`src/sv/cse_pkg.sv`:
```
// ----------------------------------------------------------------------------
// cse_pkg
// Shared types and constants of the Chebyshev series evaluator pipeline.
// ----------------------------------------------------------------------------
package cse_pkg;

  localparam int IDX_W  = 6;
  localparam int COEF_W = 32;
  localparam int T_W    = 32;
  localparam int ACC_W  = 64;
  localparam int OUT_W  = 48;
  localparam int TC_W   = 7;

  localparam logic KIND_WRITE = 1'b0;
  localparam logic KIND_EVAL  = 1'b1;

  localparam logic [TC_W-1:0] TERM_COUNT_RESET = 7'd16;

  // T_0 = 1.0 in Q2.30
  localparam logic signed [T_W-1:0] T_ONE = 32'sh4000_0000;

  localparam logic signed [ACC_W-1:0] HALF_Q30 = 64'sd536870912;
  localparam logic signed [ACC_W-1:0] HALF_Q29 = 64'sd268435456;
  localparam logic signed [ACC_W-1:0] T_MAX    = 64'sd2147483647;
  localparam logic signed [ACC_W-1:0] T_MIN    = -64'sd2147483648;
  localparam logic signed [ACC_W-1:0] OUT_MAX  = 64'sd140737488355327;
  localparam logic signed [ACC_W-1:0] OUT_MIN  = -64'sd140737488355328;

  // one pipeline slot between term cells
  typedef struct packed {
    logic                     valid;
    logic                     kind;
    logic [IDX_W-1:0]         coef_index;
    logic signed [COEF_W-1:0] coef_value;
    logic signed [T_W-1:0]    point;
    logic signed [T_W-1:0]    t_prev;
    logic signed [T_W-1:0]    t_cur;
    logic signed [ACC_W-1:0]  term;
    logic signed [ACC_W-1:0]  sum;
  } stage_t;

endpackage

```
`src/sv/cse_head.sv`:
```
// ----------------------------------------------------------------------------
// cse_head
// Entry stage: registers the input item, holds coefficient zero and seeds
// the recurrence with T_0 and T_1.
// ----------------------------------------------------------------------------
module cse_head
  import cse_pkg::*;
(
  input  logic                     clk,
  input  logic                     rst_n,
  input  logic                     adv,
  input  logic                     in_valid,
  input  logic                     in_kind,
  input  logic [IDX_W-1:0]         in_coef_index,
  input  logic signed [COEF_W-1:0] in_coef_value,
  input  logic signed [T_W-1:0]    in_point,
  output stage_t                   stage_out
);

  logic signed [COEF_W-1:0] coef_r;
  stage_t                   slot_r;
  stage_t                   slot_nxt;

  always_comb begin
    slot_nxt            = slot_r;
    slot_nxt.valid      = in_valid;
    slot_nxt.kind       = in_kind;
    slot_nxt.coef_index = in_coef_index;
    slot_nxt.coef_value = in_coef_value;
    slot_nxt.point      = in_point;
    slot_nxt.t_prev     = T_ONE;
    slot_nxt.t_cur      = in_point;
    // c_0 * T_0 rounds back to c_0 exactly
    slot_nxt.term       = ACC_W'(coef_r);
    slot_nxt.sum        = '0;
  end

  always_ff @(posedge clk) begin
    if (!rst_n) begin
      coef_r <= '0;
    end else if (adv && in_valid && (in_kind == KIND_WRITE) && (in_coef_index == '0)) begin
      coef_r <= in_coef_value;
    end
  end

  always_ff @(posedge clk) begin
    if (!rst_n) begin
      slot_r.valid <= 1'b0;
    end else if (adv) begin
      slot_r.valid <= slot_nxt.valid;
    end
  end

  always_ff @(posedge clk) begin
    if (adv) begin
      slot_r.kind       <= slot_nxt.kind;
      slot_r.coef_index <= slot_nxt.coef_index;
      slot_r.coef_value <= slot_nxt.coef_value;
      slot_r.point      <= slot_nxt.point;
      slot_r.t_prev     <= slot_nxt.t_prev;
      slot_r.t_cur      <= slot_nxt.t_cur;
      slot_r.term       <= slot_nxt.term;
      slot_r.sum        <= slot_nxt.sum;
    end
  end

  assign stage_out = slot_r;

endmodule

```
`config.mk`:
```
export PLATFORM = sky130hd
export DESIGN_NAME = cse_head
export DESIGN_NICKNAME = d
export VERILOG_FILES = /design/src/sv/cse_pkg.sv /design/src/sv/cse_head.sv
export SDC_FILE = /design/constraint.sdc
export NUM_CORES = 1
export LEC_CHECK = 0
export BUFFER_PORTS_ARGS = -buffer_cell sky130_fd_sc_hd__buf_2
export CAP_MARGIN = 30
export CORE_AREA = 2 2 131 133
export DETAILED_ROUTE_END_ITERATION = 10
export DIE_AREA = 0 0 133 135
export HOLD_SLACK_MARGIN = 0.12
export PLACE_DENSITY = 0.68
export SLEW_MARGIN = 20
export SYNTH_ARGS = -nofsm -noshare
export SYNTH_HDL_FRONTEND = slang
export SYNTH_SLANG_ARGS = --single-unit
```
`constraint.sdc`:
```
create_clock -name clk -period 1.2 [get_ports clk]
set_clock_uncertainty 0.1 [all_clocks]
set_input_delay 0.24 -clock clk [delete_from_list [all_inputs] [get_ports clk]]
set_output_delay 0.24 -clock clk [all_outputs]
set_load 0.02 [all_outputs]
```
======== Word-level counts from Yosys, hierarchy flattened ========
Index checks and enable logic that the tools add are counted.
storage, ports and cells
  output and inout port bits .............. 264
  input bits .............................. 75
  register bits after elaboration ......... 136
  word-level logic and storage cells ...... 12
cells by class
  bitwise logic cells ..................... 1
  reduce and logical (&&, ||, !) cells .... 4
operators by type and width
  cell               number
  $logic_not 6->1    1
  $logic_and 1x1->1  3
  $not 1->1          1

======== Longest topological paths before layout ========
Gate-level depths: netlist (run 1).
  depth after elaboration ................. 3
  mapped depth ............................ 5
  depth with buffers taken out ............ 3

======== Least setup slack after synthesis (run 1) ========
OpenSTA, ideal clock, no wires.
  kind .................................... register to output
  start point ............................. reg, netlist name stage_out[95]
  end point ............................... out stage_out[100] in the netlist's numbering
  required time ........................... 0.860 ns
  arrival time ............................ 1.182 ns
  stages on the path, launching flop included .. 2
  path slack .............................. -0.322 ns
  buffers on the path ..................... 1
  path through ............................ edfxtp_1 -> buf_4
RTL lines
  element        RTL line        RTL
  end, declared  cse_head.sv:17  output stage_t stage_out
No word-level cell between the ends.

======== Worst setup path in the final report (run 1) ========
  start point ............................. reg, netlist name stage_out[95]
  end point ............................... out stage_out[117] in the netlist's numbering
No word-level cell between the ends.

==> impl_metrics.toml, run 1 <==
[cts]
cts_tree = "done"
cts.clk_slew.worst_paths_ns = 0.06
clockBufferDepth = 2
ctsRootBufferMaster = "clkbuf_16"
clock_latency_ns = 0.40
post-cts-setup-buffer-count = 0
htreeDepth = 4
cts_made_buffers = 17
clkSinkCount = 136

[place]
place.gp.congestion = 0.680
place_hpwl_mm = 8.21
dp.cells = 810
placed_cell_area_um2 = 6380
io_buffers = 242

[synthesis]
ys_types = 15
synth_seq_cells = 136
yosys.area.top_type = "edfxtp_1"
synth_cells = 410
netlist.area_leader.share_pct = 54.7
netlist_area_um2 = 5660
synth_area_per_cell_um2 = 13.8
yosys-top-cells-area = "edfxtp_1 (55%), buf_4 (21%), dfxtp_1 (12%)"
yosysWarnings = 0
synth-seq-area-share_pct = 66.3

[worst_hold_path]
whs_path_depth = 2
hold_path_class = "in -> reg"
holdPathEnd = "stage_out[76]"
worstHoldStart = "adv"

[sta]
setup_viol = 167
slew_violations = 0
setup_slack_ns = -0.299
finalCriticalPeriod_ns = 1.50
rsz0062_at_grt = "yes"
period_share_pct = 125
hold_violations = 0
max_freq_mhz = 667

[layout]
antenna_cells = 0
drive_above_1_share_pct = 41.1
fillers = 1361
regArea_um2 = 3750
multi_input_area_um2 = 958
syn_to_final_growth_pct = 48.3
finalNonFillerCells = 914
nets = 757
fin_area_um2 = 8390

[global_route]
antenna_found_initial = 0
grt_max_degree = 37
grt_usage_pct = 13.2
grt_pass1_wl_mm = 18.0
grt_pass1_vias = 3403
overflow = 0

[route]
drtPass1Iterations = 6
viasPerCell = 3.85
drc = 0
drtIter0Drc = 149
wire_per_inst_um = 13.9
routed_wl_mm = 12.7
vias = 3515
ant_nets = 0

[critical_path]
crit_chain = "buf_12 > buf_2"
cp.buffers_inverters = 2
worstPathMaxFanout = 33
rr_startpoint = "stage_out[263]"
startpoint_type = "flop"
path_class = "reg -> out"
cp_slowest_cell = "edfxtp_1"
ff2ff_setup_slack_ns = 0.49
critPathMaxStageDelay_ns = 0.41
cp.arrival_ns = 1.16
r2r-end = "stage_out[263]"
cp-end-kind = "primary output"
r2r_cells = 2
critical_path.top_delay_family = "flip-flops"
critPathRequiredTime_ns = 0.86

[power_and_ir_drop]
leakagePower_nw = 3.65
p_per_area_nw_per_um2 = 1470
power.total_mw = 12.3
ir_worst_vdd_mv = 0.843

[floorplan]
initial_core_util_pct = 34.5
rows = 47
fp.dieW_um = 133
core-area_um2 = 16400
fp.dieH_um = 135
io_pins = 339
dieArea_um2 = 18000

[job]
cap_viol_max_count = 0

[run_status]
violations = "setup timing"
outcome = "finished, violations left"
==> worst max path at each step <==
stage                     depth (start not counted)              to             start
after floorplan                                   1  stage_out[100]     stage_out[95]
final                                             2  stage_out[117]     stage_out[95]
after global placement                            5      coef_r[30]  in_coef_index[1]
after detailed placement                          5       coef_r[3]  in_coef_index[1]
after global routing                              2  stage_out[124]     stage_out[95]
after CTS                                         2  stage_out[117]     stage_out[95]
==> synthesized netlist by cell type <==
| cell type | n |
|---|---|
| clkbuf_1 | 4 |
| nor3_1 | 1 |
| nor2b_1 | 1 |
| buf_12 | 3 |
| and4_1 | 1 |
| buf_4 | 160 |
| buf_1 | 2 |
| buf_6 | 1 |
| mux2i_1 | 33 |
| conb_1 | 2 |
| nand2_1 | 64 |
| nor4_1 | 1 |
| edfxtp_1 | 103 |
| dfxtp_1 | 33 |
| buf_2 | 1 |
==> cell type report <==
cell class	count	area share (%)
clock inverters	7	1.15
well taps	220	3.28
clock buffers	24	5.62
flip-flops and latches	136	44.8
repair buffers	330	33.8
multi-input cells	197	11.4
==> report_power, final <==
group,leakage (nW),internal (mW),switching (mW)
registers,1.29,5.32,0.138
clock network,0.267,3.16,1.82
logic,2.09,0.822,1.10
==> through the flow <==
stage	setup TNS, ns	setup slack, ns	hold WS, ns	utilization [%]
2_1_floorplan	-12.55	-0.322	0.239	-
3_3_place_gp	-10.38	-0.343	0.313	38.9
3_5_place_dp	-11.80	-0.387	0.315	38.9
4_1_cts	-24.84	-0.321	0.123	48.7
5_1_grt	-31.15	-0.367	0.138	51.1
6_report	-22.39	-0.299	0.148	51.1
==> cell families after synthesis <==
| family | after synthesis | synth area share, % |
|---|---|---|
| DFF | 136 | 66.3 |
| and+or+nand+nor | 68 | 4.71 |
| buffers and inverters | 171 | 23.0 |
| muxes | 33 | 5.84 |
| other | 2 | 0.133 |
==> registers in the layout (all words and copies together), names as in the netlist <==
signal,count
coef_r,32
stage_out,104
==> cells in the final DEF (no fill, tap or decap), types with 2 or more instances in the layout <==
master         count
clkbuf_1           5
mux2i_1           33
buf_6            112
bufinv_16          2
dlygate4sd3_1     73
clkinvlp_4         3
edfxtp_1         103
clkbuf_16         17
buf_12             6
dfxtp_1           32
buf_2            129
conb_1            96
nand2_1           64
buf_4             10
clkbuf_8           2
==> per-layer routing <==
layer	vias up	wire length [µm]	global-route usage [%]
met2	163	6970	23.5
li1	1664	-	-
met1	1671	4610	13.9
met4	0	218	5.50
met3	17	887	5.56
met5	-	0	0
==> what timing repair did <==
| action | CTS | global route |
|---|---|---|
| setup endpoints to repair | 168 | 170 |
| cloned | 0 | 0 |
| resized for setup | 102 | 127 |
| endpoints found under the hold margin | 105 | 0 |
| hold buffers | 73 | 0 |
| pin swaps | 0 | 1 |
==> worst reg2reg max path: stages (launching register included) <==
cell and delay [ns]:
dfxtp_2 0.32, mux2i_1 0.12, nor2b_1 0.06
No activity file was read; power rests on OpenSTA's default activity.
==> run 2, diff against run 1 <==
REMOVE_ABC_BUFFERS = 1   (was not set)
SETUP_SLACK_MARGIN = 0.15   (was not set)
==> impl_metrics.toml, run 2 (synthesis gave the netlist of run 1 again) <==
[run_status]
outcome = "finished, violations left"
violations = "setup timing"

[global_route]
grt_max_degree = 58
overflow = 0
grt_pass1_wl_mm = 18.4
grt_usage_pct = 13.9
grt_pass1_vias = 3231
antenna_found_initial = 0

[power_and_ir_drop]
ir_worst_vdd_mv = 0.916
p_per_area_nw_per_um2 = 1480
power.total_mw = 12.6
leakagePower_nw = 3.74

[critical_path]
cp.arrival_ns = 1.15
worstSetupEndpoint = "stage_out[127]"
cp_slowest_cell = "edfxtp_1"
critPathMaxStageDelay_ns = 0.40
worstPathMaxFanout = 33
cp.depth = 2
startpoint_type = "flop"
ff2ff_setup_slack_ns = 0.47
cp-end-kind = "primary output"
path_class = "reg -> out"
critical_path.startpoint = "stage_out[95]"
r2r_cells = 2
cp.buffers_inverters = 2
crit_chain = "buf_8 > buf_2"
r2r-end = "stage_out[263]"
critPathRequiredTime_ns = 0.86
critical_path.top_delay_family = "flip-flops"
rr_startpoint = "stage_out[263]"

[floorplan]
rows = 47
fp.dieW_um = 133
core-area_um2 = 16400
fp.dieH_um = 135
initial_core_util_pct = 34.5
dieArea_um2 = 18000
io_pins = 339

[route]
viasPerCell = 3.93
wire_per_inst_um = 14.7
drc = 0
ant_nets = 0
vias = 3607
drtPass1Iterations = 4
drtIter0Drc = 98
routed_wl_mm = 13.5

[layout]
largest_reg_flops = 104
regArea_um2 = 3750
multi_input_area_um2 = 978
drive_above_1_share_pct = 42.6
final_cell_mix = "buf_2 (130), buf_6 (112), edfxtp_1 (103)"
antenna_cells = 0
final_common_cell = "buf_2"
nets = 761
syn_to_final_growth_pct = 51.1
fillers = 1325

[cts]
htreeDepth = 4
cts_made_buffers = 17
cts.clk_slew.worst_paths_ns = 0.06
clockBufferDepth = 2
clock_latency_ns = 0.41
ctsRootBufferMaster = "clkbuf_16"
cts_tree = "done"
clkSinkCount = 136

[sta]
finalCriticalPeriod_ns = 1.49
hold_violations = 0
setup_viol = 168
setup_slack_ns = -0.293
max_freq_mhz = 670
rsz0062_at_grt = "yes"
slew_violations = 0
period_share_pct = 124

[worst_hold_path]
hold_path_class = "in -> reg"

[job]
cap_viol_max_count = 0

[place]
post-place-ws_ns = -0.425
io_buffers = 242
place.gp.congestion = 0.723
place_hpwl_mm = 8.12
-- run 2: worst reg2reg max path: cells and delay by family (launching register included) --
family | cells | cell delay [ns]
flip-flops | 1 | 0.32
multiplexers | 1 | 0.14
AND/OR/NAND/NOR | 1 | 0.06
-- run 2: routing by layer --
metal	GRT usage (%)	wire [µm]	vias up
met4	4.90	218	0
met5	0	0	-
li1	-	-	1679
met1	15.2	5010	1685
met3	5.18	1140	20
met2	24.7	7140	223
-- run 2: where the power goes --
part	total (mW)	switching [mW]	leakage [nW]	internal, mW
Sequential	5.47	0.147	1.29	5.32
Clock	5.24	1.89	0.295	3.35
Combinational	1.93	1.11	2.15	0.823
Total	12.6	3.14	3.74	9.50
-- run 2: through the flow --
| stage | utilization (%) | TNS [ns] | hold WS, ns | instances | cell area [µm²] |
|---|---|---|---|---|---|
| 6_report | 52.1 | -24.05 | 0.159 | 918 | 8550 |
| 2_1_floorplan | - | -142.10 | 0.239 | 333 | 4710 |
| 5_1_grt | 52.1 | -31.26 | 0.141 | 918 | 8550 |
| 3_3_place_gp | 38.8 | -11.87 | 0.313 | 808 | 6360 |
| 3_5_place_dp | 38.8 | -12.29 | 0.313 | 808 | 6360 |
| 4_1_cts | 50.5 | -26.58 | 0.137 | 918 | 8290 |
-- run 2: layout make-up --
type	count	area share, %
flip-flops and latches	136	43.9
repair buffers	334	34.3
multi-input cells	197	11.4
clock buffers	19	5.30
well taps	220	3.22
clock inverters	12	1.77
-- run 2: worst min path at each step --
stage	startpoint	slack, ns	end	cells after the start
detailed placement	coef_r[7]	0.31	stage_out[71]	0
CTS	adv	0.14	stage_out[76]	2
floorplan	in_point[0]	0.24	stage_out[192]	0
finish	adv	0.16	stage_out[76]	2
global placement	coef_r[27]	0.31	stage_out[91]	0
global route	adv	0.14	stage_out[76]	2
-- run 2: repair_timing --
action | CTS | global route
buffers inserted | 4 | 0
resized for setup | 153 | 83
pin swaps | 1 | 0
hold buffers | 72 | 0
gates cloned | 3 | 0
endpoints found under the setup margin | 200 | 201
endpoints found under the hold margin | 104 | 0
