[config.mk]
export PLATFORM = sky130hd
export DESIGN_NAME = cse_tail
export DESIGN_NICKNAME = d
export VERILOG_FILES = /design/src/sv/cse_pkg.sv /design/src/sv/cse_tail.sv
export SDC_FILE = /design/constraint.sdc
export NUM_CORES = 1
export LEC_CHECK = 0
export BUFFER_PORTS_ARGS = -buffer_cell sky130_fd_sc_hd__buf_2
export CAP_MARGIN = 30
export CORE_AREA = 2 2 124 126
export CTS_CLUSTER_DIAMETER = 60
export DETAILED_ROUTE_END_ITERATION = 8
export DIE_AREA = 0 0 126 128
export GPL_ROUTABILITY_DRIVEN = 0
export HOLD_SLACK_MARGIN = 0.05
export PLACE_DENSITY_LB_ADDON = 0.15
export SYNTH_ARGS = -nofsm -noshare
export SYNTH_HDL_FRONTEND = slang
export SYNTH_SLANG_ARGS = --single-unit
[constraint.sdc]
create_clock -name clk -period 6.7 [get_ports clk]
set_input_delay 1.005 -clock clk [delete_from_list [all_inputs] [get_ports clk]]
set_output_delay 1.005 -clock clk [all_outputs]
set_load 0.005 [all_outputs]
[src/sv/cse_pkg.sv]
// ----------------------------------------------------------------------------
// cse_pkg
// Shared types and constants of the Chebyshev series evaluator pipeline.
// ----------------------------------------------------------------------------
package cse_pkg;

  localparam int IDX_W  = 6;
  localparam int COEF_W = 32;
  localparam int T_W    = 32;
  localparam int ACC_W  = 64;
  localparam int OUT_W  = 48;
  localparam int TC_W   = 7;

  localparam logic KIND_WRITE = 1'b0;
  localparam logic KIND_EVAL  = 1'b1;

  localparam logic [TC_W-1:0] TERM_COUNT_RESET = 7'd16;

  // T_0 = 1.0 in Q2.30
  localparam logic signed [T_W-1:0] T_ONE = 32'sh4000_0000;

  localparam logic signed [ACC_W-1:0] HALF_Q30 = 64'sd536870912;
  localparam logic signed [ACC_W-1:0] HALF_Q29 = 64'sd268435456;
  localparam logic signed [ACC_W-1:0] T_MAX    = 64'sd2147483647;
  localparam logic signed [ACC_W-1:0] T_MIN    = -64'sd2147483648;
  localparam logic signed [ACC_W-1:0] OUT_MAX  = 64'sd140737488355327;
  localparam logic signed [ACC_W-1:0] OUT_MIN  = -64'sd140737488355328;

  // one pipeline slot between term cells
  typedef struct packed {
    logic                     valid;
    logic                     kind;
    logic [IDX_W-1:0]         coef_index;
    logic signed [COEF_W-1:0] coef_value;
    logic signed [T_W-1:0]    point;
    logic signed [T_W-1:0]    t_prev;
    logic signed [T_W-1:0]    t_cur;
    logic signed [ACC_W-1:0]  term;
    logic signed [ACC_W-1:0]  sum;
  } stage_t;

endpackage

[src/sv/cse_tail.sv]
// ----------------------------------------------------------------------------
// cse_tail
// Output stage: adds the last term, saturates to 48 bits and holds the
// result item until it is taken.
// ----------------------------------------------------------------------------
module cse_tail
  import cse_pkg::*;
(
  input  logic                    clk,
  input  logic                    rst_n,
  input  logic                    adv,
  input  stage_t                  stage_in,
  output logic                    out_valid,
  output logic signed [OUT_W-1:0] out_series_value
);

  logic                    valid_r;
  logic                    valid_nxt;
  logic signed [OUT_W-1:0] value_r;
  logic signed [OUT_W-1:0] value_nxt;
  logic signed [ACC_W-1:0] total;

  always_comb begin
    total     = stage_in.sum + stage_in.term;
    valid_nxt = stage_in.valid && (stage_in.kind == KIND_EVAL);
    if (total > OUT_MAX) begin
      value_nxt = OUT_MAX[OUT_W-1:0];
    end else if (total < OUT_MIN) begin
      value_nxt = OUT_MIN[OUT_W-1:0];
    end else begin
      value_nxt = total[OUT_W-1:0];
    end
  end

  always_ff @(posedge clk) begin
    if (!rst_n) begin
      valid_r <= 1'b0;
    end else if (adv) begin
      valid_r <= valid_nxt;
    end
  end

  always_ff @(posedge clk) begin
    if (adv) begin
      value_r <= value_nxt;
    end
  end

  assign out_valid        = valid_r;
  assign out_series_value = value_r;

endmodule

* Yosys cells after proc, flatten, opt, wreduce, memory -nomap -nowiden
Index checks and enable logic that the tools add are counted.
** Cells by class
- $add $sub $neg :: 1
- Mux-type cells :: 1
- Reductions and logical operators :: 1
- Order comparisons :: 2
** Operators by type and width (number)
- 64-bit adder :: 1
- 64-bit by 48-bit > comparator with 1-bit output, second input constant :: 1
- 64-bit by 48-bit < comparator with 1-bit output, second input constant :: 1
- 48-bit 2-to-1 mux :: 1
- 1-bit logical AND :: 1
** Storage, ports and cells
- Logic and storage cells :: 7
- Bits in registers :: 49
- Output and inout port bits :: 49
- Input port bits :: 267

* Logic depth before layout (Yosys ltp)
Gate-level depths: netlist of the first run.
- Word-level depth :: 3
- Depth in mapped cells :: 15
- Depth with buffers taken out :: 14

* Worst setup path after synthesis of the first run
No wires, ideal clock.
- Path kind :: input to register
- Start :: in stage_in[0] in the netlist's numbering
- End :: reg value_r[0], in the netlist out_series_value[0], data pin
- Required time :: 6.541 ns
- Path slack :: 2.179 ns
- Cell stages on the path :: 14
- Data arrival time :: 4.362 ns
- Buffers on the path :: 0
- Library setup time :: 0.159 ns
- Cell sequence :: ha_1 inv_1 fa_1 and2b_1 o2111ai_1 a211oi_1 o21ai_0 a2111oi_4 or3_1 nand4_1 or4_4 nor4_4 nand3_4 a22oi_1
** Between the ends
- Word-level cells in the longest chain between the ends :: 3
- Elaborated cells on any way between the ends :: 4
- Those cells by class :: 1 x add/sub; 2 x order compare; 1 x mux
** RTL lines
- from (decl) :: RTL line cse_tail.sv:12 : input stage_t stage_in,
- 64-bit adder (*) :: RTL line cse_tail.sv:24 : total = stage_in.sum + stage_in.term;
- 64-bit by 48-bit < comparator with 1-bit output :: RTL line cse_tail.sv:28 : end else if (total < OUT_MIN) begin
- 48-bit 2-to-1 mux :: RTL line cse_tail.sv:28
- to (signal assigned) :: RTL line cse_tail.sv:45 : value_r <= value_nxt;
- to (decl) :: RTL line cse_tail.sv:19 : logic signed [OUT_W-1:0] value_r;
Every way passes the cells marked *; elsewhere a longest branch is shown, timed or not.
A chain may end at the register's enable or synchronous reset.

* Final worst setup path of the first run
- Start :: in stage_in[0] in the netlist's numbering
- End :: reg value_r[35], in the netlist out_series_value[35], data pin
Same word-level chain as after synthesis.

==> qor.txt, run 1 <==
Status = complete, no violations
Critical Path Sink Type = flip-flop
Critical Path RT = 6810 ps
Slew @ Worst Pin = 919 ps
Routed len/inst = 18.6 um
Fmax = 184 MHz
Core Area = 14900 sq um
Layout area overhead = 13.1%
Minimum clock period = 5450 ps
Post-synth EDFFs = 48
Hold Vio Cnt, Final = 0
Tcrit/Tclk final = 81.3%
IO Port Bufs = 181
CP startpoint kind = primary input
Post-Syn Nets = 1156
Most common cell after layout, fill and taps aside = buf_2
Top sig layer = met4
Pwr dens = 186 nW/um^2
Maxcap violations = 0
Root Buffer = clkbuf_16
DP HPWL = 17.4 mm
Fin cells = 1150
First-pass GRT wire length = 33.3 mm
Gate power share = 51.9%
RSZ-0062 raised after global routing = no
Via density = 6.16
Iter 0 DRT Violations = 620
Most used DFF post-synth = edfxtp_1
Via count = 7089
WL met1 = 10.0 mm
Critical path arrival = 5560 ps
Post-route ant nets = 0
Met2 wire len = 9.16 mm
CTS H-tree depth = 2
Sw Ratio = 40.6%
Clock Skews = 0 ps
Cell area after synthesis = 6840 sq um
GRT Overall Usage = 25.5%
Met3 wire length = 1.82 mm
Hold Path Class = reg2reg
CTS Buf Count = 5
Largest net degree at the start of global routing = 51
Register area share after synthesis = 21.4%
Sequential Area = 1460 sq um
Async SR Flop Fraction = 0%
Relative slew slack = 38.8%
CTS Buffer Depth = 2
DIE AREA = 16100 sq um
Synth Area per Inst = 8.29 sq um
Clk pwr share = 17.8%
Layout filler cell count = 1520
Post-CTS Setup Inserts = 0
WL final = 21.4 mm
Worst skew pair latency = 300 ps
Number of antenna violations at the first check in global routing = 0
Footprint of the multi-input gates = 4900 sq um
Total Nets Final = 1292
Dpl cells = 1142
Post-CTS Hold Buffers = 0
Commonest non-fill, non-tap cells in the layout = buf_2 (181), a21oi_1 (84), nand2_1 (80)
Internal power = 0.000853 W
Crit Path Max Fanout = 22
Drt pass-1 iters = 6
Mapped Cells = 825
I/O pins = 316
Slew Viols, Final = 0
Synth warn = 0
Unique masters post-synth = 84
# diodes = 0
WS Path Type = in2reg
Setup-failing EPs final = 0
Register bit total from synthesis = 49
Share of layout cells above drive strength 1 = 25.2%
Dpl ws = 1040 ps
Psw = 0.000583 W
PostCTS Resize Cnt = 0
Setup ws final = 1250 ps
Congestion Overflow GR = 0
Flop pwr share = 30.4%
Final setup TNS = 0 ps
TritonCTS clock tree = yes
Vias in the first global route = 6337
Clk sinks = 49
Die Y = 128 um
Initial Util = 46.0%
Clk slew on worst S/H paths = 70 ps
Leak = 3.26 nW
Die W = 126 um
Core Rows = 45
DR DRC count = 0
VDD IR max = 0.0888 mV
power groups by stage:
stage	Combinational (W)	Clock, W	Sequential (W)
floorplan	0.000509	0	0.000449
global placement	0.000725	0	0.000443
detailed placement	0.000731	0	0.000444
CTS	0.000735	0.000259	0.000437
global route	0.000815	0.000268	0.000441
finish	0.000745	0.000255	0.000436
metrics by stage:
| step | hold slack (ps) | area, sq um | total power, W | util (%) |
|---|---|---|---|---|
| final | 483 | 7730 | 0.00144 | 52.0 |
| after global routing | 505 | 7730 | 0.00152 | 52.0 |
| after CTS | 488 | 7730 | 0.00143 | 52.0 |
| after detailed placement | 476 | 7590 | 0.00117 | 51.1 |
| after global placement | 470 | 7590 | 0.00117 | 51.1 |
| after floorplan | 470 | 6840 | 0.000958 | - |
layer usage:
layer,up-vias,global-route usage [%]
met5,-,0
met4,0,6.14
met3,23,2.84
met2,360,39.0
met1,3251,38.3
li1,3455,-
flip-flops by register name (all words and copies together) (netlist names):
register,count
out_series_value,48
out_valid,1
layout make-up:
class / count / area share (%)
timing repair buffer: 184 / 12.2
sequential: 49 / 18.9
multi-input combinational: 708 / 63.4
inverter: 13 / 0.631
clock buffer: 5 / 1.62
tap: 188 / 3.04
clock inverter: 3 / 0.227
cells by family (layout without fill, tap and decap cells):
logic type / Yosys count / count (layout) / share of synthesized area (%)
adder cells (fa/ha/maj): 64 / 64 / 11.8
flip-flops: 49 / 49 / 21.4
XOR/XNOR: 51 / 51 / 6.64
AND/OR/NAND/NOR: 271 / 271 / 21.4
AO/OA/AOI/OAI: 320 / 320 / 31.6
multiplexers: 2 / 2 / 0.293
buffers and inverters: 68 / 205 / 6.92
Yosys cell counts (all sizes together), types with 5 or more instances:
library cell  number  share of area, %
clkbuf            30               3.3
o311ai            14               1.8
nand2             80               4.4
or2               19               1.8
o21bai            11               1.2
or3               11               1.1
o31ai             28               3.1
inv               13              0.71
nand4             43               4.2
and2               5              0.46
ha                63                12
buf               24               2.7
xor2              20               2.6
a31oi              9              0.82
a21o              36               4.0
nor2              42               2.3
a22oi              9              0.99
o211ai             9              0.99
nor3              15               1.1
o21ai             55               4.2
and4               5              0.68
a21oi             84               6.1
nand3             18               1.5
a21boi             6              0.66
a221oi             5              0.73
or4                5              0.71
nand2b             9              0.82
o21a              19               2.1
nor2b              6              0.55
edfxtp            48                21
xnor2             31               4.1
a211oi             5              0.55
critical path, stage by stage:
cell	delay, ps
buf_2	80
ha_1	200
inv_1	70
fa_1	390
and2b_1	240
o2111ai_1	220
a211oi_1	360
o21a_1	290
o211ai_1	200
a21o_1	320
a2111oi_0	620
a211oi_1	120
nand2b_1	420
and2_1	600
o31ai_1	400
worst paths after layout:
check | endpoint | cells after the start | startpoint | slack, ps
setup / recovery | out_series_value[35] | 15 | stage_in[0] | 1250
hold / removal | out_valid | 2 | out_valid | 480
setup reg to reg | out_valid | 2 | out_valid | 6110
hold reg to reg | out_valid | 2 | out_valid | 480
Note: power is estimated with default switching activity, not from simulation.
==> inputs of run 2 (changes only) <==
- CORE_AREA: 2 2 124 126 -> 2 2 122 124
- DIE_AREA: 0 0 126 128 -> 0 0 124 126
- clock period: 6.7 -> 5.4 ns (I/O delays scaled with it)
==> run 2 against run 1 <==
Net effect:
- flip-flop and latch count stayed put
- sequential power is 24% higher
- critical path depth is 1 higher
- first-iteration DRC count is 11% higher
- largest power group unchanged
==> qor.txt, run 2 (synthesis results as in run 1) <==
Critical Path RT = 5450 ps (-1360 ps)
WHS = 474 ps (-8.82 ps)
Most common cell after layout, fill and taps aside = buf_2
Clk sinks = 49 (unchanged)
RSZ-0062 raised after global routing = no
DR DRC count = 0 (unchanged)
Max reg flops = 48 (unchanged)
GRT busiest layer = met2
Congestion Overflow GR = 0 (unchanged)
GRT Overall Usage = 27.2% (+1.7 points)
Setup-failing EPs final = 0 (unchanged)
Worst hold path depth = 2 (unchanged)
Flop-to-flop setup slack = 4830 ps (-1280 ps)
Via density = 6.21 (+0.77%)
DIE AREA = 15600 sq um (-3.1%)
Total power = 0.00184 W (+28%)
Relative slew slack = 40.1% (+1.4 points)
Iter 0 DRT Violations = 687 (+11%)
Layout area overhead = 14.8%
Setup ws final = 522 ps (-729 ps)
Largest net degree at the start of global routing = 51 (unchanged)
WL final = 21.4 mm (+0.24%)
Number of antenna violations at the first check in global routing = 3 (+3)
Worst skew pair latency = 290 ps (about the same)
Tcrit/Tclk final = 90.3%
Status = complete, no violations
Clk slew on worst S/H paths = 70 ps (about the same)
Share of layout cells above drive strength 1 = 26.1% (+0.92 points)
Hold Path Class = reg2reg
Dpl ws = 284 ps (-759 ps)
Core Rows = 44 (-2.2%)
TritonCTS clock tree = yes
Core Area = 14300 sq um (-3.7%)
DP Area = 7670 sq um (+1.1%)
Pwr dens = 234 nW/um^2 (+26%)
Minimum clock period = 4880 ps
CTS Buf Count = 5 (unchanged)
Slew @ Worst Pin = 898 ps (-20.5 ps)
Commonest non-fill, non-tap cells in the layout = buf_2 (181), a21oi_1 (84), nand2_1 (80)
Critical Path Sink Type = flip-flop
# diodes = 0 (unchanged)
Die W = 124 um (-1.6%)
Drt pass-1 iters = 7 (+1)
M2 GR Usage = 41.8% (+2.8 points)
R2R cell count = 2 (unchanged)
Leak = 3.33 nW (+2.1%)
Clock Skews = 0 ps (unchanged)
IO Port Bufs = 181 (unchanged)
PostCTS Resize Cnt = 0 (unchanged)
Die Y = 126 um (-1.6%)
Final setup TNS = 0 ps (unchanged)
Post-CTS Setup Inserts = 0 (unchanged)
Critical Path Sink = out_series_value[44]
Hold Vio Cnt, Final = 0 (unchanged)
WS Path Type = in2reg
R2r endpoint = out_valid
VDD IR max = 0.125 mV (+41%)
First-pass GRT wire length = 33.6 mm (+0.85%)
Layout filler cell count = 1455 (-4.3%)
Vias in the first global route = 6500 (+2.6%)
Worst R2R Start = out_valid
Final Cell Area = 7850 sq um (+1.5%)
Critical path arrival = 4920 ps (-640 ps)
Root Buffer = clkbuf_16
Met1 GRT Util = 39.5% (+1.2 points)
Critical path startpoint = stage_in[0]
Crit Path Max Fanout = 11 (-50%)
CP startpoint kind = primary input
Routed len/inst = 18.5 um (-0.45%)
Total Nets Final = 1304 (+0.93%)
DP HPWL = 17.8 mm (+2.0%)
CTS Buffer Depth = 2 (unchanged)
Post-route ant nets = 0 (unchanged)
Met3 usage = 4.66% (+1.8 points)
Fmax = 205 MHz
CTS H-tree depth = 2 (unchanged)
Slew Viols, Final = 0 (unchanged)
Maxcap violations = 0 (unchanged)
Initial Util = 47.8% (+1.8 points)
Post-CTS Hold Buffers = 0 (unchanged)
I/O pins = 316 (unchanged)
Via count = 7193 (+1.5%)
-- run 2: power by group --
part	switching, W	total, W	internal [W]
clock	0.000138	0.000358	0.000219
combinational	0.000559	0.000939	0.000380
sequential	0.0000202	0.000540	0.000520
total	0.000718	0.00184	0.00112
-- run 2: worst min path at each step --
stage              start   endpoint  slack [ps]
2_1_floorplan  out_valid  out_valid         470
3_3_place_gp   out_valid  out_valid         470
3_5_place_dp   out_valid  out_valid         470
4_1_cts        out_valid  out_valid         480
5_1_grt        out_valid  out_valid         530
6_report       out_valid  out_valid         470
-- run 2: layer usage --
layer	vias to the layer above	part of all wire, %	wire, um
met2	343	43	9140
met1	3307	46	9790
met4	6	2.5	529
met5	-	0.19	41
li1	3488	-	-
met3	49	8.9	1910
-- run 2: through the flow --
stage / util [%] / std cells
2_1_floorplan: - / 825
3_3_place_gp: 53.6 / 1150
3_5_place_dp: 53.6 / 1150
4_1_cts: 54.8 / 1158
5_1_grt: 54.8 / 1158
6_report: 54.8 / 1158
-- run 2: area by class of cell --
type	instances	area (sq um)	area share, %
clock buffer	5	125	1.59
sequential	49	1460	18.6
inverter	13	48.8	0.622
clock inverter	3	46.3	0.590
multi-input combinational	708	4900	62.5
tap	184	230	2.93
timing repair buffer	196	1030	13.1
-- run 2: worst max-delay path, cell delays in order --
cell	delay (ps)
buf_2	80
ha_1	200
inv_1	70
fa_1	390
and2b_1	230
o2111ai_1	180
a211oi_1	530
o21ai_0	320
a2111oi_4	380
or3_1	170
nand4_1	170
a2111oi_0	350
and4b_1	280
nand2_1	120
buf_4	210
o311ai_1	430
==> inputs of run 3 (changes only) <==
- REMOVE_ABC_BUFFERS: unset -> 1
==> run 3 against run 2 <==
Net effect:
- global-route usage is 0.63 points lower
- core utilization down 0.24 points
- worst hold slack improved by 2.2 ps
- combinational power fell by 0.4%
- die area unchanged
- first-iteration DRC count down 22%
- via count decreased by 0.88%
- non-clock buffer count fell by 3
- final cell count fell by 0.26%
==> qor.txt, run 3 (synthesis results as in run 1) <==
Top delay family on crit path = compound AO/OA/AOI/OAI gates
Most common cell after layout, fill and taps aside = buf_2
Pwr dens = 229 nW/um^2 (-2.1%)
Clk pwr share = 18.0% (-1.5 points)
WS Path Type = in2reg
Total Nets Final = 1301 (-0.23%)
Via density = 6.17 (-0.62%)
Layout filler cell count = 1387 (-4.7%)
Largest net degree at the start of global routing = 43 (-16%)
Share of layout cells above drive strength 1 = 25.8% (-0.23 points)
Psw = 0.000719 W (+0.19%)
Total power = 0.00179 W (-2.6%)
WL final = 21.4 mm (-0.21%)
Sequential Area = 1460 sq um (unchanged)
Largest stage delay on the critical path = 530 ps (about the same)
Gate power share = 52.2% (+1.1 points)
CTS Buf Count = 5 (unchanged)
CP startpoint kind = primary input
Internal power = 0.00107 W (-4.4%)
Slew Viols, Final = 0 (unchanged)
Maxcap violations = 0 (unchanged)
Worst skew pair latency = 300 ps (about the same)
Slowest CP cell = a2111oi_0
Core Rows = 44 (unchanged)
Critical Path RT = 5490 ps (+40 ps)
IO Port Bufs = 181 (unchanged)
Layout area overhead = 14.2%
TritonCTS clock tree = yes
Slew @ Worst Pin = 1050 ps (+152 ps)
Drt pass-1 iters = 7 (unchanged)
Setup-failing EPs final = 0 (unchanged)
Die W = 124 um (unchanged)
Number of antenna violations at the first check in global routing = 0 (-3)
Critical Path Sink Type = flip-flop
Hold Vio Cnt, Final = 0 (unchanged)
Sw Ratio = 40.2% (+1.1 points)
GRT Overall Usage = 26.6% (-0.63 points)
Fmax = 204 MHz (-0.66%)
CTS H-tree depth = 2 (unchanged)
Footprint of the multi-input gates = 4900 sq um (unchanged)
Max reg flops = 48 (unchanged)
Via count = 7130 (-0.88%)
DR DRC count = 0 (unchanged)
Die Y = 126 um (unchanged)
Final setup TNS = 0 ps (unchanged)
Critical path startpoint = stage_in[0]
Iter 0 DRT Violations = 536 (-22%)
Core Area = 14300 sq um (unchanged)
Clk sinks = 49 (unchanged)
VDD IR max = 0.118 mV (-5.3%)
Relative slew slack = 30.0% (-10 points)
RSZ-0062 raised after global routing = no
Flop pwr share = 29.8% (+0.4 points)
Root Buffer = clkbuf_16
Crit path buffers/inverters = 2 (-1)
DIE AREA = 15600 sq um (unchanged)
Commonest non-fill, non-tap cells in the layout = buf_2 (181), a21oi_1 (84), nand2_1 (80)
Hold Path Class = reg2reg
CTS Buffer Depth = 2 (unchanged)
Routed len/inst = 18.5 um (about the same)
HP Start = out_valid
Tcrit/Tclk final = 90.9% (+0.60 points)
Clk slew on worst S/H paths = 70 ps (about the same)
Clock Skews = 0 ps (unchanged)
DP HPWL = 17.4 mm (-2.5%)
Ordered list of cells on the worst path = buf_2 > ha_1 > inv_1 > fa_1 > and2b_1 > o2111ai_1 > a211oi_1 > o21a_1 > o211ai_1 > a21o_1 > a2111oi_0 > a211oi_1 > nand2b_1 > and2_1 > o31ai_1
First-pass GRT wire length = 32.9 mm (-1.9%)
Initial Util = 47.8% (unchanged)
PostCTS Resize Cnt = 0 (unchanged)
# diodes = 0 (unchanged)
Congestion Overflow GR = 0 (unchanged)
Vias in the first global route = 6401 (-1.5%)
Post-route ant nets = 0 (unchanged)
Worst R2R Start = out_valid
Crit path top cell by count = a211oi_1
Leak = 3.31 nW (-0.63%)
Post-CTS Hold Buffers = 0 (unchanged)
Crit Path Max Fanout = 22 (+11)
Flop-to-flop setup slack = 4830 ps (about the same)
I/O pins = 316 (unchanged)
Post-CTS Setup Inserts = 0 (unchanged)
Status = complete, no violations
Critical path arrival = 5000 ps (+80 ps)
Minimum clock period = 4910 ps (+32.1 ps)
[run 3: power by group through the flow]
stage / combinational, W / clock [W] / sequential [W]
2_1_floorplan: 0.000578 / 0 / 0.000557
3_3_place_gp: 0.000910 / 0 / 0.000543
3_5_place_dp: 0.000918 / 0 / 0.000543
4_1_cts: 0.000922 / 0.000325 / 0.000535
5_1_grt: 0.00103 / 0.000339 / 0.000541
6_report: 0.000935 / 0.000322 / 0.000533
[run 3: tightest hold or removal path: cells and delay by family, from the launching register on]
kind	cells	cell delay [ps]
and+or+nand+nor	1	60
AOI/OAI and AO/OA	1	60
DFF	1	310
[run 3: through the flow]
step / hold WS (ps) / util, % / setup slack [ps] / cells / cell area (sq um)
floorplan: 470 / - / 875 / 770 / 6410
finish: 477 / 54.6 / 490 / 1155 / 7810
detailed placement: 471 / 53.5 / 265 / 1147 / 7660
CTS: 483 / 54.6 / 541 / 1155 / 7810
global route: 527 / 54.6 / 244 / 1155 / 7810
global placement: 465 / 53.4 / 298 / 1146 / 7640
[run 3: worst paths after layout]
path / endpoint / depth (start not counted)
min: out_valid / 2
max: out_series_value[9] / 15
min reg2reg: out_valid / 2
max reg2reg: out_valid / 2
[run 3: cell type report]
type / count / share of cell area (%)
Clock buffer: 5 / 1.60
Clock inverter: 3 / 0.272
Inverter: 13 / 0.625
Multi-Input combinational cell: 708 / 62.8
Sequential cell: 49 / 18.7
Tap cell: 184 / 2.95
Timing Repair Buffer: 193 / 13.1
[run 3: metal layers]
layer	GRT usage (%)	routed length [um]
met5	0	0
met4	8.06	634
met3	3.89	2050
met2	39.4	8890
met1	39.7	9790
